==> src/hdl/ssc_pkg.sv <==
// ----------------------------------------------------------------------------
// Segment closest points: shared types and constants
// Fixed widths of the coordinate path, the wide product path and the
// divider, plus the words that travel between the pipeline sections.
// ----------------------------------------------------------------------------
package ssc_pkg;

    localparam int COORD_W = 20;               // Q10.10 coordinate
    localparam int DIFF_W  = COORD_W + 1;      // difference of two coordinates
    localparam int SQ_W    = 2 * DIFF_W;       // product of two differences
    localparam int DOT_W   = SQ_W + 2;         // signed dot product
    localparam int MAG_W   = DOT_W - 1;        // dot product magnitude
    localparam int LO_W    = 22;               // low half of a split operand
    localparam int HI_W    = MAG_W - LO_W;     // high half of a split operand
    localparam int PP_W    = 2 * LO_W;         // partial product
    localparam int WP_W    = 2 * MAG_W + 2;    // wide product magnitude
    localparam int NUM_W   = WP_W + 2;         // signed wide numerator
    localparam int PF      = 16;               // fraction bits of s and t
    localparam int PARAM_W = PF + 1;           // s and t, 0 .. 1.0
    localparam int Q_W     = PARAM_W;          // quotient bits per divide
    localparam int DIV_W   = 104;              // divider dividend/divisor
    localparam int PRD_W   = DOT_W + PARAM_W + 1;   // b * s
    localparam int RN_W    = DOT_W + 2;        // ratio numerator
    localparam int LP_W    = DIFF_W + PARAM_W + 1;  // d * s
    localparam int THR_W   = 21;
    localparam int DIST_W  = 42;

    localparam logic [PARAM_W-1:0] PARAM_ONE = {1'b1, {PF{1'b0}}};
    localparam logic [PARAM_W-1:0] PARAM_ZERO = '0;
    localparam logic [LP_W-1:0]    ROUND_HALF = LP_W'(1) << (PF - 1);
    localparam logic [THR_W-1:0]   THR_RESET = THR_W'(1);

    typedef struct packed {
        logic signed [COORD_W-1:0] first_start_x;
        logic signed [COORD_W-1:0] first_start_y;
        logic signed [COORD_W-1:0] first_start_z;
        logic signed [COORD_W-1:0] first_end_x;
        logic signed [COORD_W-1:0] first_end_y;
        logic signed [COORD_W-1:0] first_end_z;
        logic signed [COORD_W-1:0] second_start_x;
        logic signed [COORD_W-1:0] second_start_y;
        logic signed [COORD_W-1:0] second_start_z;
        logic signed [COORD_W-1:0] second_end_x;
        logic signed [COORD_W-1:0] second_end_y;
        logic signed [COORD_W-1:0] second_end_z;
    } t_in_word;

    typedef struct packed {
        logic        [DIST_W-1:0]  distance_squared;
        logic signed [COORD_W-1:0] first_closest_x;
        logic signed [COORD_W-1:0] first_closest_y;
        logic signed [COORD_W-1:0] first_closest_z;
        logic signed [COORD_W-1:0] second_closest_x;
        logic signed [COORD_W-1:0] second_closest_y;
        logic signed [COORD_W-1:0] second_closest_z;
    } t_out_word;

    // Data carried alongside a query through the whole pipeline
    typedef struct packed {
        logic [2:0][COORD_W-1:0] p1;
        logic [2:0][COORD_W-1:0] p2;
        logic [2:0][DIFF_W-1:0]  d1;
        logic [2:0][DIFF_W-1:0]  d2;
        logic [SQ_W-1:0]         a;
        logic [SQ_W-1:0]         e;
        logic signed [DOT_W-1:0] b;
        logic signed [DOT_W-1:0] c;
        logic signed [DOT_W-1:0] f;
        logic                    deg1;
        logic                    deg2;
        logic [PARAM_W-1:0]      s_keep;
        logic [PARAM_W-1:0]      t_fix;
        logic                    q_is_t;
    } t_side;

    // Divide request: either a forced quotient or floor(num / den)
    typedef struct packed {
        logic               force_q;
        logic [PARAM_W-1:0] force_val;
        logic [DIV_W-1:0]   num;
        logic [DIV_W-1:0]   den;
    } t_div_req;

    function automatic logic [MAG_W-1:0] mag_of(input logic signed [DOT_W-1:0] v);
        logic signed [DOT_W-1:0] m;
        m = v[DOT_W-1] ? -v : v;
        return m[MAG_W-1:0];
    endfunction

endpackage

==> src/hdl/ssc_mid.sv <==
// ----------------------------------------------------------------------------
// Segment closest points: middle section
// Checks t against [0,1] with the quantized s and sets up the second
// divide: t itself, or a recomputed s once t is clamped or pinned to zero.
// ----------------------------------------------------------------------------
module ssc_mid import ssc_pkg::*; (
    input  logic               i_clk,
    input  logic               i_rst_n,
    input  logic               i_valid,
    input  logic [PARAM_W-1:0] i_q,
    input  t_side              i_side,
    output logic               o_valid,
    output t_div_req           o_req,
    output t_side              o_side
);

    // Stage 1: b * s
    logic                    r1_v;
    t_side                   r1_side;
    logic signed [PRD_W-1:0] r1_prod;
    t_side                   n1_side;

    always_comb begin
        n1_side = i_side;
        n1_side.s_keep = i_q;
    end

    // Stage 2: t numerator and selection of the second divide
    logic signed [PRD_W-1:0] tn;
    logic [PRD_W-1:0]        e_sh;
    logic signed [RN_W-1:0]  rn;
    logic [SQ_W-1:0]         rd;
    logic                    use_ratio;
    t_side                   n2_side;
    t_div_req                n2_req;

    always_comb begin
        tn        = r1_prod + (PRD_W'(r1_side.f) <<< PF);
        e_sh      = PRD_W'(r1_side.e) << PF;
        n2_side   = r1_side;
        n2_req    = '0;
        use_ratio = 1'b1;
        rn        = -RN_W'(r1_side.c);
        rd        = r1_side.a;
        n2_side.t_fix  = PARAM_ZERO;
        n2_side.q_is_t = 1'b0;
        if (r1_side.deg1 && r1_side.deg2) begin
            rn = '0;
        end else if (r1_side.deg1) begin
            n2_side.s_keep = PARAM_ZERO;
            n2_side.q_is_t = 1'b1;
            rn = RN_W'(r1_side.f);
            rd = r1_side.e;
        end else if (r1_side.deg2) begin
            rn = -RN_W'(r1_side.c);
        end else if (tn[PRD_W-1]) begin
            rn = -RN_W'(r1_side.c);
        end else if ($unsigned(tn) > e_sh) begin
            n2_side.t_fix = PARAM_ONE;
            rn = RN_W'(r1_side.b) - RN_W'(r1_side.c);
        end else begin
            use_ratio      = 1'b0;
            n2_side.q_is_t = 1'b1;
        end

        if (use_ratio) begin
            n2_req.num = DIV_W'($unsigned(rn)) << PF;
            n2_req.den = DIV_W'(rd);
            if (rn[RN_W-1] || rn == '0) begin
                n2_req.force_q   = 1'b1;
                n2_req.force_val = PARAM_ZERO;
            end else if ($unsigned(rn) >= RN_W'(rd)) begin
                n2_req.force_q   = 1'b1;
                n2_req.force_val = PARAM_ONE;
            end
        end else begin
            n2_req.num = DIV_W'($unsigned(tn));
            n2_req.den = DIV_W'(r1_side.e);
        end
    end

    always_ff @(posedge i_clk) begin
        if (!i_rst_n) begin
            r1_v    <= 1'b0;
            o_valid <= 1'b0;
        end else begin
            r1_v    <= i_valid;
            o_valid <= r1_v;
        end
    end

    always_ff @(posedge i_clk) begin
        r1_side <= n1_side;
        r1_prod <= $signed(i_side.b) * $signed({1'b0, i_q});
        o_side  <= n2_side;
        o_req   <= n2_req;
    end

endmodule

==> config.mk <==
export PLATFORM = sky130hd
export DESIGN_NAME = ssc_mid
export DESIGN_NICKNAME = d
export VERILOG_FILES = /design/src/hdl/ssc_pkg.sv /design/src/hdl/ssc_mid.sv
export SDC_FILE = /design/constraint.sdc
export NUM_CORES = 2
export LEC_CHECK = 0
export BUFFER_PORTS_ARGS = -buffer_cell sky130_fd_sc_hd__buf_2
export CORE_ASPECT_RATIO = 1.4
export CORE_MARGIN = 2
export CORE_UTILIZATION = 25
export DETAILED_ROUTE_END_ITERATION = 12
export GPL_TIMING_DRIVEN = 0
export HOLD_SLACK_MARGIN = 0.08
export SLEW_MARGIN = 15
export SYNTH_ARGS = -nofsm -noshare
export SYNTH_HDL_FRONTEND = slang
export SYNTH_SLANG_ARGS = --single-unit
==> constraint.sdc <==
create_clock -name i_clk -period 9.3 [get_ports i_clk]
set_input_delay 0.93 -clock i_clk [delete_from_list [all_inputs] [get_ports i_clk]]
set_output_delay 0.93 -clock i_clk [all_outputs]
set_load 0.02 [all_outputs]
# --- Word level (Yosys, flattened, before mapping) ---
# Index checks and enable logic that the tools add are counted.
word_totals:
  register_bits: 1270
  latch_bits: 0
  ram_bits: 0
  mem_bits_ro: 0
  inputBits: 519
  n_memories: 0
op_classes:
  add_sub_neg: 3
  mul: 1
  div_mod_pow: 0
  order_cmp: 2
  eq_ne: 0
  shift: 0
  muxes: 23
  bitwise_logic: 1
  n_reduce_logical: 5
ops:
  columns: ["cell", "count"]
  rows:
  - ["2-to-1 mux 46 bit", 5]
  - ["2-to-1 mux 166 bit", 1]
  - ["2-to-1 mux 42 bit", 2]
  - ["2-to-1 mux 18 bit", 4]
  - ["adder 62 x 60 -> 62 bit", 1]
  - ["> comparator 62 x 58 -> 1 bit", 1]
  - ["multiplier 44 x 18 -> 62 bit", 1]
  - ["2-to-1 mux 17 bit", 3]
  - [">= comparator 46 x 42 -> 1 bit", 1]
  - ["zero test 46 bit", 1]
  - ["negation 44 -> 46 bit", 1]
  - ["subtractor 44 x 44 -> 45 bit", 1]
  - ["2-to-1 mux 35 bit", 1]
  - ["2-to-1 mux 1 bit", 7]
  - ["OR reduction 4 bit", 1]
  - ["OR reduction 2 bit", 1]
  - ["logical AND 1 bit", 1]
  - ["logical OR 1 bit", 1]
  - ["NOT 1 bit", 1]

# --- Depth between registers and ports, before layout ---
logic_depth:
  word_depth: 10
  mapped_depth: 42
  depth_no_buf: 40

# --- Worst setup path before layout ---
# OpenSTA, ideal clock, no wires.
synth_path:
  path_kind: "in2reg"
  startpoint: "in i_q[4]"
  endpoint: "reg r1_prod[60]"
  arrival_time_ps: 7394
  setup_slack_ps: 1786
  cell_stages: 29
  path_buffers: 2
  path_cell_list: "clkbuf_1 > clkbuf_1 > nand2_1 > fa_1 > inv_1 > fa_1 > inv_1 > fa_1 > inv_1 > fa_1 > inv_1 > fa_1 > inv_1 > fa_1 > ha_1 > a21o_1 > a21oi_1 > and3_1 > a211oi_1 > a311oi_1 > o21ba_2 > o21ai_0 > a21oi_1 > o311a_1 > a211oi_1 > nand2_1 > nand3_1 > o211ai_1 > xnor2_1"
synth_between:
  elab_chain_cells: 1
synth_rtl:
  columns: ["element", "line", "rtl"]
  rows:
  - ["start, declared", "ssc_mid.sv:10", "input logic [PARAM_W-1:0] i_q,"]
  - ["multiplier 44 x 18 -> 62 bit", "ssc_mid.sv:94", "r1_prod <= $signed(i_side.b) * $signed({1'b0, i_q});"]
  - ["end signal, assigned", "ssc_mid.sv:94", null]
  - ["end, declared", "ssc_mid.sv:20", "logic signed [PRD_W-1:0] r1_prod;"]
# Every way passes these cells.
# A chain may end at the register's enable or synchronous reset.

# --- Final worst setup path ---
layout_path:
  startpoint: "reg r1_side, in the netlist n2_side[51]"
  endpoint: "reg o_req[224] (netlist name)"
layout_between:
  elab_chain_cells: 10
  elab_cells_between_ends: 18
layout_rtl:
  columns: ["element", "line", "rtl"]
  rows:
  - ["start, declared", "ssc_mid.sv:19", "t_side r1_side;"]
  - ["start signal, assigned", "ssc_mid.sv:93", "r1_side <= n1_side;"]
  - ["parallel branches: the longest is 10 deep, another holds adder 62 x 60 -> 62 bit", null, null]
  - ["end signal, assigned", "ssc_mid.sv:96", "o_req <= n2_req;"]
  - ["end, declared", "ssc_mid.sv:13", "output t_div_req o_req,"]
# Parallel ways; which one is timed is not known.

==> results.md <==
* DIE HEIGHT at 579.6 um
* Gate power share at 66.3%
* Max VDD drop at 653.0 uV
* Hold Crit Endpoint: e_sh[47]
* Crit Path Category: reg -> reg
* Clock power share at roughly 16%
* Core Rows at 211
* Worst skew pair latency at 0.80 ns
* CTS max path bufs at 3
* Switch share at between 40% and 50%
* Gpl congestion at 0.9565
* Wirelength per Cell at roughly 30 um
* Final ANT Viol Nets at 0
* Largest net degree at the start of global routing at 20
* GR Util All Layers at 25.21%
* CTS buffer count at 117
* Iteration count of the initial detailed-routing pass at 5
* Core Region at 235,800 sq um
* Setup crit end kind: flop
* Net Sw Power at 0.01587 W
* RR Startpoint: n2_side[51]
* Maximum level of the CTS H-tree at 3
* Setup crit start kind: flop
* Vias in the first global route at 48,320
* Cell Pwr Density at about 450 nW/um^2
* Die area at 240,600 sq um
* Total of max-cap violations at 0
* DP Area at 69,100 sq um
* Fin. Hold Viols at 0
* Share of post-route cells with drive strength above 1 at 22.26%
* CTS tree: yes
* Post-route cell area at ~74,000 sq um
* Final min period at between 9 and 10 ns
* Library cells used by synthesis at 87
* Die Width at 415.1 um
* Hold Startpoint: i_side[200]
* DP HPWL at 268,000 um
* Final setup fails at 0
* Rel. slew slack at 9.499%
* TNS Setup at 0 ns
* Initial Utilization at 25.09%
* Sequential-to-total area share from yosys stat at about two fifths
* Max-slew violations at 0
* Cell count after synthesis at about 5,700
* GR Overflow Total at 0
* Detailed Route Iter0 Violations at 2,864
* RR Endpoint: o_req[224]
* Final setup margin at between 0.15 and 0.2 ns
* Reg-to-reg slack, setup at 0.19 ns
* Clock Skews at 0.06971 ns
* Critical-path top delay cell: o221ai_2
* Most used DFF post-synth: dfxtp_1
* Fill count at 24,480
* Static Leak at around 36 nW
* CTS Root Cell: clkbuf_16
* Fin nets at 8,582
* #FFs+latches synth at 1,134
* Yosys top cell area share at 38.38%
* Post-synth EDFFs at 0
* Worst-Margin Slew at 1.358 ns
* Top post-synthesis cells by area: dfxtp_1 (38%), fa_1 (24%), ha_1 (6.7%)
* Max Fclk at 0.1097 GHz
* Total detailed-routing wirelength at about 310,000 um
* Port Buf Inserts at 1,073
* YS warnings at 0
* Crit path required time at 9.95 ns
* DP Worst Slack at -3.321 ns
* Vias per inst at ~4.5
* R2R cell count at 39
* Initial antenna violation count at 108
* Final core utilization at 31.45%
* HP Class: in -> reg
* Internal power contribution at 0.01739 W
* Hold depth at 1
* DRC at 0
* Post-Syn Area per Cell at 10.39 sq um
* Area delta synth->final at 25.35%
* Crit share post-route at 97.98%
* Post-synthesis cell area at 59,160 sq um
* Critical Path Fanout Max at 10
* Post-synthesis cell type with the largest combined area: dfxtp_1
* I/O pins at 1,245
* Status: finished, final reports clean
* Post-CTS Hold Buffers at 0
* Total number of vias at approximately 46,000
* Total design power at 0.03327 W
* Clock Sinks at 1,134
* Sequential power share at a little under a fifth
* Ys async rst share at 0%
* Reg clk slew, reported paths at 0.07 ns
* Slowest stage delay, CP at about 0.56 ns
* Crit path DAT at 9.76 ns
* Global-route wire length before repair at 409,600 um
-- state kept, by name, summed over array words and instances, names as in the netlist --
| register | count |
|---|---|
| e_sh | 42 |
| n2_side | 422 |
| o_req | 106 |
| o_side | 483 |
| o_valid | 1 |
| r1_prod | 62 |
| r1_side | 17 |
| r1_v | 1 |
-- area by class of cell --
class	instances	area, sq um	share of cell area, %
inverter	860	3231	4.357
buffer	336	1889	2.548
sequential	1134	22720	30.64
timing repair buffer	1102	5680	7.661
antenna	82	205.2	0.2767
multi-input combinational	3493	32370	43.66
clock buffer	147	3212	4.331
tap	3088	3864	5.210
clock inverter	67	980.9	1.323
-- how the worst max path moves through the flow --
stage                start          end  slack [ns]  cells past startpoint
2_1_floorplan       i_q[4]  r1_prod[60]        1.79                     29
3_3_place_gp   n2_side[52]   o_req[224]       -5.34                     34
3_5_place_dp   n2_side[52]   o_req[224]       -3.32                     36
6_report       n2_side[51]   o_req[224]        0.19                     39
4_1_cts        n2_side[37]   o_req[224]       -0.02                     40
5_1_grt        n2_side[37]   o_req[224]      -0.008                     42
-- cell families after synthesis --
group | Yosys count | synth area share [%]
XOR/XNOR | 173 | 2.561
flip-flops | 1134 | 38.38
buffers and inverters | 1201 | 8.524
other | 1 | 0.006339
multiplexers | 58 | 1.019
AO/OA/AOI/OAI | 637 | 7.094
adder cells (fa/ha/maj) | 1019 | 30.47
AND/OR/NAND/NOR | 1470 | 11.94
-- what timing repair did --
| item | 4_1_cts | 5_1_grt |
|---|---|---|
| setup buffers | 15 | 4 |
| endpoints found under the setup margin | 76 | 4 |
| pin swaps | 17 | 14 |
| cloned | 0 | 0 |
| gates resized for setup | 109 | 21 |
-- layout by cell type, fill, tap and decap left out, types with 41 or more instances in the layout --
cell       Yosys  layout
dfxtp_1     1134    1121
nor2_1       250     247
a21o_1        91      91
buf_4        136     153
a21oi_1      211     204
ha_1         316     313
nor3_1        50      49
clkbuf_1     184     162
nand4_1       41      41
conb_1         1     136
nand3_1       52      51
fa_1         703     703
buf_2         10    1082
clkbuf_16      0     118
and3_1        44      44
diode_2        0      82
xor2_1        42      42
inv_1        859     859
xnor2_1      131     128
nand2_1      595     595
mux2i_1       49      48
o21ai_0       90      78
nor2b_1       44      44
and2_1       282     282
-- critical path, delay by kind of cell (launching register included) --
kind,cells,cell delay (ns)
AO/OA/AOI/OAI,18,3.54
XOR/XNOR,1,0.12
adder cells (fa/ha/maj),3,0.94
buffers and inverters,5,0.93
flip-flops,1,0.46
AND/OR/NAND/NOR,12,2.94
-- per-stage QoR --
step,instances,hold WS (ns)
finish,10310,0.2318
global route,10290,0.1826
CTS,10220,0.1620
detailed placement,9999,0.3121
global placement,9989,0.3099
floorplan,5828,0.3096
-- metal layers --
metal  GRT usage (%)  vias up  wire length [um]
met5               0        -               403
met4           20.54       60             30810
met3           6.680      628             23810
met2           45.63     2022            157000
met1           24.01    23000             98450
li1                -    20380                 -
-- power by group through the flow --
stage / Sequential [W] / Combinational [W] / Clock, W
finish: 0.00606 / 0.0221 / 0.00514
global route: 0.00609 / 0.0243 / 0.00544
CTS: 0.00606 / 0.0218 / 0.00526
detailed placement: 0.00616 / 0.0215 / 0
global placement: 0.00616 / 0.0210 / 0
floorplan: 0.00623 / 0.0146 / 0
-- synthesized netlist by cell type (18+ instances only) --
cell and instances:
inv_1 859, a21oi_1 211, a211oi_1 26, o21a_1 30, and3_1 44, buf_4 136
o21ai_0 90, nor2_1 250, clkbuf_1 184, o211ai_1 19, xor2_1 42, mux2i_1 49
nand2_1 595, ha_1 316, nand2b_1 35, nand3_1 52, and2_1 282, nor4_1 23
nor3_1 50, fa_1 703, nor2b_1 44, o21bai_1 20, a21o_1 91, a221oi_1 18
xnor2_1 131, nand4_1 41, dfxtp_1 1134
No activity file was read; power rests on OpenSTA's default activity.
